--- config.mk ---
export PLATFORM = sky130hd
export DESIGN_NAME = cmsd_fin
export DESIGN_NICKNAME = d
export VERILOG_FILES = /design/src/cmsd_pkg.sv /design/src/cmsd_fin.sv
export SDC_FILE = /design/constraint.sdc
export NUM_CORES = 2
export LEC_CHECK = 0
export ABC_CLOCK_PERIOD_IN_PS = 9550
export BUFFER_PORTS_ARGS = -buffer_cell sky130_fd_sc_hd__buf_4
export CAP_MARGIN = 0
export CELL_PAD_IN_SITES_DETAIL_PLACEMENT = 2
export CELL_PAD_IN_SITES_GLOBAL_PLACEMENT = 2
export CORE_ASPECT_RATIO = 1.5
export CORE_MARGIN = 2
export CORE_UTILIZATION = 41
export CTS_BUF_LIST = sky130_fd_sc_hd__clkbuf_4 sky130_fd_sc_hd__clkbuf_8
export CTS_CLUSTER_DIAMETER = 100
export DETAILED_ROUTE_END_ITERATION = 16
export PLACE_DENSITY = 0.9
export SETUP_SLACK_MARGIN = 0.4
export SYNTH_ARGS = -nofsm -noshare
export SYNTH_HDL_FRONTEND = slang
export SYNTH_SLANG_ARGS = --single-unit
--- constraint.sdc ---
create_clock -name clk -period 9.55 [get_ports clk]
set_input_delay 0.4775 -clock clk [delete_from_list [all_inputs] [get_ports clk]]
set_output_delay 0.4775 -clock clk [all_outputs]
set_load 0.01 [all_outputs]
--- src/cmsd_pkg.sv ---
// Package for the drift-corrected mean squared displacement block.
// Holds the sizes, payload structs and shared codes; no dependencies.
`default_nettype none

package cmsd_pkg;

  // Sizing of the position store and coordinate format.
  localparam int MAX_ATOMS  = 4096;
  localparam int COORD_BITS = 24;

  // Fixed field widths of the ports.
  localparam int POS_W   = 24;
  localparam int CFG_W   = 13;
  localparam int MSD_W   = 50;
  localparam int FRAME_W = 16;
  localparam int APB_AW  = 3;
  localparam int APB_DW  = 32;

  // Derived internal widths.
  localparam int IDX_W    = (MAX_ATOMS > 1) ? $clog2(MAX_ATOMS) : 1;
  localparam int CNT_W    = IDX_W + 1;
  localparam int DISP_W   = COORD_BITS + 1;
  localparam int SQ_W     = 2 * COORD_BITS;
  localparam int SQ3_W    = SQ_W + 2;
  localparam int SUMSQ_W  = SQ3_W + IDX_W;
  localparam int SUMD_W   = DISP_W + IDX_W;
  localparam int MAG_W    = SUMD_W;
  localparam int PROD_W   = 2 * MAG_W;
  localparam int NUM_A_W  = SUMSQ_W + CNT_W;
  localparam int NUM_B_W  = PROD_W + 2;
  localparam int NUM_W    = (NUM_A_W > NUM_B_W) ? NUM_A_W : NUM_B_W;
  localparam int DEN_W    = 2 * CNT_W;
  localparam int STEP_W   = $clog2(NUM_W + 1);
  localparam int REF_W    = 3 * COORD_BITS;
  localparam int NUM_AXES = 3;

  // Largest frame number before it wraps back to one.
  localparam logic [FRAME_W-1:0] FRAME_LAST = '1;

  // Register map: byte offset of each register, word aligned.
  localparam logic [APB_AW-1:0] REG_ATOM_COUNT = 3'd0;
  localparam logic [CFG_W-1:0]  ATOM_COUNT_RST = 13'd64;

  // Input beat.
  typedef struct packed {
    logic signed [POS_W-1:0] pos_x;
    logic signed [POS_W-1:0] pos_y;
    logic signed [POS_W-1:0] pos_z;
    logic                    start_run;
  } in_item_t;

  // Output beat.
  typedef struct packed {
    logic [MSD_W-1:0]   msd;
    logic [FRAME_W-1:0] frame_number;
  } out_item_t;

  // Frame totals handed to the end-of-frame unit.
  typedef struct packed {
    logic                     valid;
    logic [SUMSQ_W-1:0]       sum_sq;
    logic signed [SUMD_W-1:0] sum_x;
    logic signed [SUMD_W-1:0] sum_y;
    logic signed [SUMD_W-1:0] sum_z;
    logic [CNT_W-1:0]         k;
    logic [FRAME_W-1:0]       frame;
  } fin_load_t;

  // Finished result offered by the end-of-frame unit.
  typedef struct packed {
    logic      valid;
    logic      busy;
    out_item_t item;
  } fin_res_t;

endpackage

`default_nettype wire

--- src/cmsd_fin.sv ---
// End-of-frame unit: forms (k*S2 - |D|^2) / k^2 with shift-add multiplies
// and a restoring divider, one bit per cycle. Depends on cmsd_pkg.
`default_nettype none

module cmsd_fin import cmsd_pkg::*; (
  input  wire logic      clk,
  input  wire logic      rst_n,
  input  wire fin_load_t ld,
  input  wire logic      res_take,
  output fin_res_t       res
);

  localparam logic [2:0] ST_IDLE = 3'd0;
  localparam logic [2:0] ST_MULK = 3'd1;
  localparam logic [2:0] ST_SQ   = 3'd2;
  localparam logic [2:0] ST_SUB  = 3'd3;
  localparam logic [2:0] ST_DIV  = 3'd4;
  localparam logic [2:0] ST_DONE = 3'd5;

  localparam logic [STEP_W-1:0] K_LAST   = STEP_W'(CNT_W - 1);
  localparam logic [STEP_W-1:0] SQ_LAST  = STEP_W'(MAG_W - 1);
  localparam logic [STEP_W-1:0] DIV_LAST = STEP_W'(NUM_W - 1);
  localparam logic [1:0]        AXIS_LAST = 2'(NUM_AXES - 1);

  logic [2:0]         state_r;
  logic [STEP_W-1:0]  step_r;
  logic [1:0]         axis_r;
  logic [SUMSQ_W-1:0] sum_sq_r;
  logic [CNT_W-1:0]   kbits_r;
  logic [DEN_W-1:0]   den_r;
  logic [MAG_W-1:0]   mag_r [NUM_AXES];
  logic [MAG_W-1:0]   mbits_r;
  logic [PROD_W-1:0]  prod_r;
  logic [NUM_W-1:0]   num_r;
  logic [NUM_W-1:0]   dd_r;
  logic [DEN_W-1:0]   rem_r;
  logic [MSD_W-1:0]   quo_r;
  logic [FRAME_W-1:0] frame_r;

  logic [PROD_W-1:0]  prod_nxt;
  logic [DEN_W:0]     trial_nxt;

  // Magnitude of a signed displacement sum.
  function automatic logic [MAG_W-1:0] abs_sum(input logic signed [SUMD_W-1:0] v);
    logic signed [SUMD_W-1:0] n;
    n = -v;
    abs_sum = v[SUMD_W-1] ? MAG_W'(unsigned'(n)) : MAG_W'(unsigned'(v));
  endfunction

  // One shift-add step of a squaring, and one step of the long division.
  always_comb begin
    prod_nxt  = {prod_r[PROD_W-2:0], 1'b0}
              + (mbits_r[MAG_W-1] ? PROD_W'(mag_r[0]) : '0);
    trial_nxt = {rem_r, num_r[NUM_W-1]};
  end

  // Sequencer: multiply S2 by k, square the three sums, subtract, divide.
  always_ff @(posedge clk) begin
    if (!rst_n) begin
      state_r <= ST_IDLE;
      step_r  <= '0;
      axis_r  <= '0;
    end else begin
      case (state_r)
        ST_IDLE: begin
          if (ld.valid) begin
            sum_sq_r <= ld.sum_sq;
            kbits_r  <= ld.k;
            den_r    <= DEN_W'(ld.k) * DEN_W'(ld.k);
            mag_r[0] <= abs_sum(ld.sum_x);
            mag_r[1] <= abs_sum(ld.sum_y);
            mag_r[2] <= abs_sum(ld.sum_z);
            frame_r  <= ld.frame;
            num_r    <= '0;
            dd_r     <= '0;
            step_r   <= '0;
            state_r  <= ST_MULK;
          end
        end
        ST_MULK: begin
          num_r   <= {num_r[NUM_W-2:0], 1'b0}
                   + (kbits_r[CNT_W-1] ? NUM_W'(sum_sq_r) : '0);
          kbits_r <= {kbits_r[CNT_W-2:0], 1'b0};
          if (step_r == K_LAST) begin
            step_r  <= '0;
            axis_r  <= '0;
            prod_r  <= '0;
            mbits_r <= mag_r[0];
            state_r <= ST_SQ;
          end else begin
            step_r <= step_r + 1'b1;
          end
        end
        ST_SQ: begin
          if (step_r == SQ_LAST) begin
            // Square of this axis is complete; move the next axis up.
            dd_r     <= dd_r + NUM_W'(prod_nxt);
            prod_r   <= '0;
            mag_r[0] <= mag_r[1];
            mag_r[1] <= mag_r[2];
            mbits_r  <= mag_r[1];
            step_r   <= '0;
            axis_r   <= axis_r + 1'b1;
            if (axis_r == AXIS_LAST) begin
              state_r <= ST_SUB;
            end
          end else begin
            prod_r  <= prod_nxt;
            mbits_r <= {mbits_r[MAG_W-2:0], 1'b0};
            step_r  <= step_r + 1'b1;
          end
        end
        ST_SUB: begin
          num_r   <= (num_r >= dd_r) ? (num_r - dd_r) : '0;
          rem_r   <= '0;
          quo_r   <= '0;
          step_r  <= '0;
          state_r <= ST_DIV;
        end
        ST_DIV: begin
          if (trial_nxt >= {1'b0, den_r}) begin
            rem_r <= DEN_W'(trial_nxt - {1'b0, den_r});
            quo_r <= {quo_r[MSD_W-2:0], 1'b1};
          end else begin
            rem_r <= trial_nxt[DEN_W-1:0];
            quo_r <= {quo_r[MSD_W-2:0], 1'b0};
          end
          num_r <= {num_r[NUM_W-2:0], 1'b0};
          if (step_r == DIV_LAST) begin
            state_r <= ST_DONE;
          end else begin
            step_r <= step_r + 1'b1;
          end
        end
        ST_DONE: begin
          if (res_take) begin
            state_r <= ST_IDLE;
          end
        end
        default: begin
          state_r <= ST_IDLE;
        end
      endcase
    end
  end

  assign res.valid             = (state_r == ST_DONE);
  assign res.busy              = (state_r != ST_IDLE);
  assign res.item.msd          = quo_r;
  assign res.item.frame_number = frame_r;

endmodule

`default_nettype wire

==> impl_metrics.json <==
{
  "postRouteWirelength_um": 213500,
  "synthArstFlopShare_pct": 0,
  "grtUsageTotal_pct": 37.75,
  "clk_pin_slew_ps": 70,
  "hpwl_um": 134400,
  "grt_pass1_vias": 48670,
  "cts_sinks": 577,
  "synth_cells": 4793,
  "clk_latency_ps": 910,
  "finalSetupTns_ps": 0,
  "final_common_cell": "edfxtp_1",
  "crit_path_max_incr_delay_ps": 690,
  "die-area_um2": 113400,
  "cts_tree": "done",
  "ys_ff_latch": 577,
  "irDropWorstVdd_v": 0.0001637,
  "synth_cell_types": 77,
  "report.final.slew_viol_count": 1,
  "critPathCaptureType": "flip-flop",
  "crit_end": "dd_r[72]",
  "num_vias": 42410,
  "cp_data_arrival_time_ps": 9120,
  "fill_cells": 11460,
  "reg2reg_depth": 28,
  "drtPass1Iterations": 6,
  "clockBufferDepth": 3,
  "grt_max_degree": 102,
  "final_cell_mix": "565 x edfxtp_1, 443 x nand2_1, 347 x ha_1",
  "io_buffers": 273,
  "die_h_um": 411.4,
  "fin_nets": 5768,
  "synth_nets": 5449,
  "synthFlopType": "edfxtp_1",
  "overflow": 0,
  "syn_avg_cell_area_um2": 9.466,
  "rsz0062_at_grt": "false",
  "drt_iter0_drc": 3202,
  "yosysSeqAreaShare_pct": 37.92,
  "placed_area_um2": 48760,
  "rows": 149,
  "status": "finished with violations",
  "violations": "max-capacitance violations, max-slew violations",
  "vias_per_cell": 6.385,
  "htreeDepth": 3,
  "drc_errors": 0,
  "cts_made_buffers": 103,
  "crit_path_start_kind": "flip-flop",
  "stdcell_area_um2": 52160,
  "synth.cell_area_um2": 45370,
  "ios": 274,
  "cpMaxStageDelayCell": "a2111oi_0",
  "die_x_um": 275.6,
  "final.setup.worst_slack_ps": 971.3,
  "min-delay-start": "ld[30]",
  "gp_routability_congestion": 0.9279,
  "drive_gt1_share_pct": 10.09,
  "tightestPinTransition_ps": 1490,
  "ant_nets": 0,
  "p_total_w": 0.009911,
  "power.density_nw_per_um2": 190.0,
  "ys_warn_count": 0,
  "core_um2": 109800,
  "slew_headroom_pct": -0.4071,
  "syn2layout_area_growth_pct": 14.97,
  "wl_per_cell_um": 32.15,
  "hp-class": "input port to flip-flop",
  "antenna_found_initial": 26,
  "dp_slack_ps": 1165,
  "hold_viol": 0,
  "cap_violations": 1,
  "r2r_start": "mbits_r[36]",
  "rrSetupSlack_ps": 970,
  "crit_required_ps": 10090,
  "fin_crit_ps": 8579,
  "fmax_mhz": 116.6,
  "initial_core_util_pct": 41.32,
  "synth-edff-count": 565,
  "critPathLaunch": "mbits_r[36]",
  "crit_type": "flip-flop to flip-flop",
  "critPathMaxFanout": 18,
  "cp_common_cell": "o21ai_0",
  "setup_viol": 0,
  "leakagePower_nw": 22.41,
  "finalClockSkew_ps": 100.3,
  "finalCritPeriodShare_pct": 89.83,
  "root_buffer": "clkbuf_8",
  "grt_pass1_wl_um": 320100,
  "r2r-end": "dd_r[72]"
}
power by group:
part	internal [W]	leakage [nW]	switching, W
combinational	0.00143	15.9	0.00254
sequential	0.00305	5.41	0.000155
clock	0.00135	1.13	0.00138
total	0.00583	22.4	0.00408
cells in the mapped netlist, drive strengths merged (76+ instances only):
master	number	area, um2
a21o	211	1584
a21oi	335	1677
inv	330	1239
o21ai	341	1707
nor2	282	1066
nand2	444	1667
ha	347	4342
nand4	76	475.5
clkbuf	200	750.7
and2	167	1045
edfxtp	565	16970
xor2	189	1655
fa	103	2062
and3	130	813.3
xnor2	226	1979
cells by family (layout without fill, tap and decap cells):
group	after synthesis	in the layout	synth area share, %
buf+inv	539	940	4.459
simple gates	1456	1456	16.06
compound gates	1293	1293	18.04
other cells	0	14	0
xor+xnor	415	415	8.011
mux	63	63	1.395
flops	577	577	37.92
fa+ha+maj	450	450	14.11
area by class of cell:
class	count	area [um2]	area share (%)
Sequential cell	577	17210	32.99
Timing Repair Buffer	423	3476	6.664
Antenna cell	14	35.03	0.06716
Clock inverter	53	470.5	0.9019
Tap cell	1434	1794	3.440
Multi-Input combinational cell	3677	26270	50.35
Clock buffer	134	1675	3.212
Inverter	330	1239	2.375
worst max-delay path, delay by kind of cell (launching register included):
family                   cells  cell delay [ps]
buffers and inverters        1              270
AND/OR/NAND/NOR              6              760
AO/OA/AOI/OAI               16             5090
flip-flops                   1              660
XOR/XNOR                     2              570
adder cells (fa/ha/maj)      3              910
flip-flops by register name, indices dropped and copies added, names as in the netlist:
name,count
num_r,76
dd_r,76
mag_r,111
quo_r,50
rem_r,26
kbits_r,13
state_r,3
prod_r,73
mbits_r,37
axis_r,2
frame_r,16
step_r,7
den_r,25
sum_sq_r,62
what timing repair did:
action	in CTS	in global routing
endpoints found under the hold margin	120	0
buffers inserted	0	0
setup endpoints to repair	0	2
resized for setup	0	2
hold buffers	120	0
per-stage QoR:
step | utilization, % | std cells | hold slack (ps)
3_5_place_dp | 44.40 | 6320 | 504.0
4_1_cts | 47.45 | 6627 | 0.9397
3_3_place_gp | 44.40 | 6320 | 481.2
2_1_floorplan | - | 4793 | 462.0
6_report | 47.50 | 6642 | 47.01
5_1_grt | 47.48 | 6633 | 51.37
layer usage:
layer	wire, um	vias to the layer above	global-route usage [%]
li1	-	17990	-
met1	70080	21310	36.31
met2	110000	2009	67.17
met3	13060	1076	9.646
met4	20260	26	30.98
met5	170	-	0
how the worst min path moves through the flow:
stage	endpoint	slack, ps	cells after the start
after global placement	axis_r[1]	480	2
after detailed placement	step_r[0]	500	2
after CTS	mag_r[0][47]	0.9	3
final	mag_r[1][3]	50	3
after global routing	den_r[0]	50	1
after floorplan	step_r[1]	460	2
No activity file was read; power rests on OpenSTA's default activity.
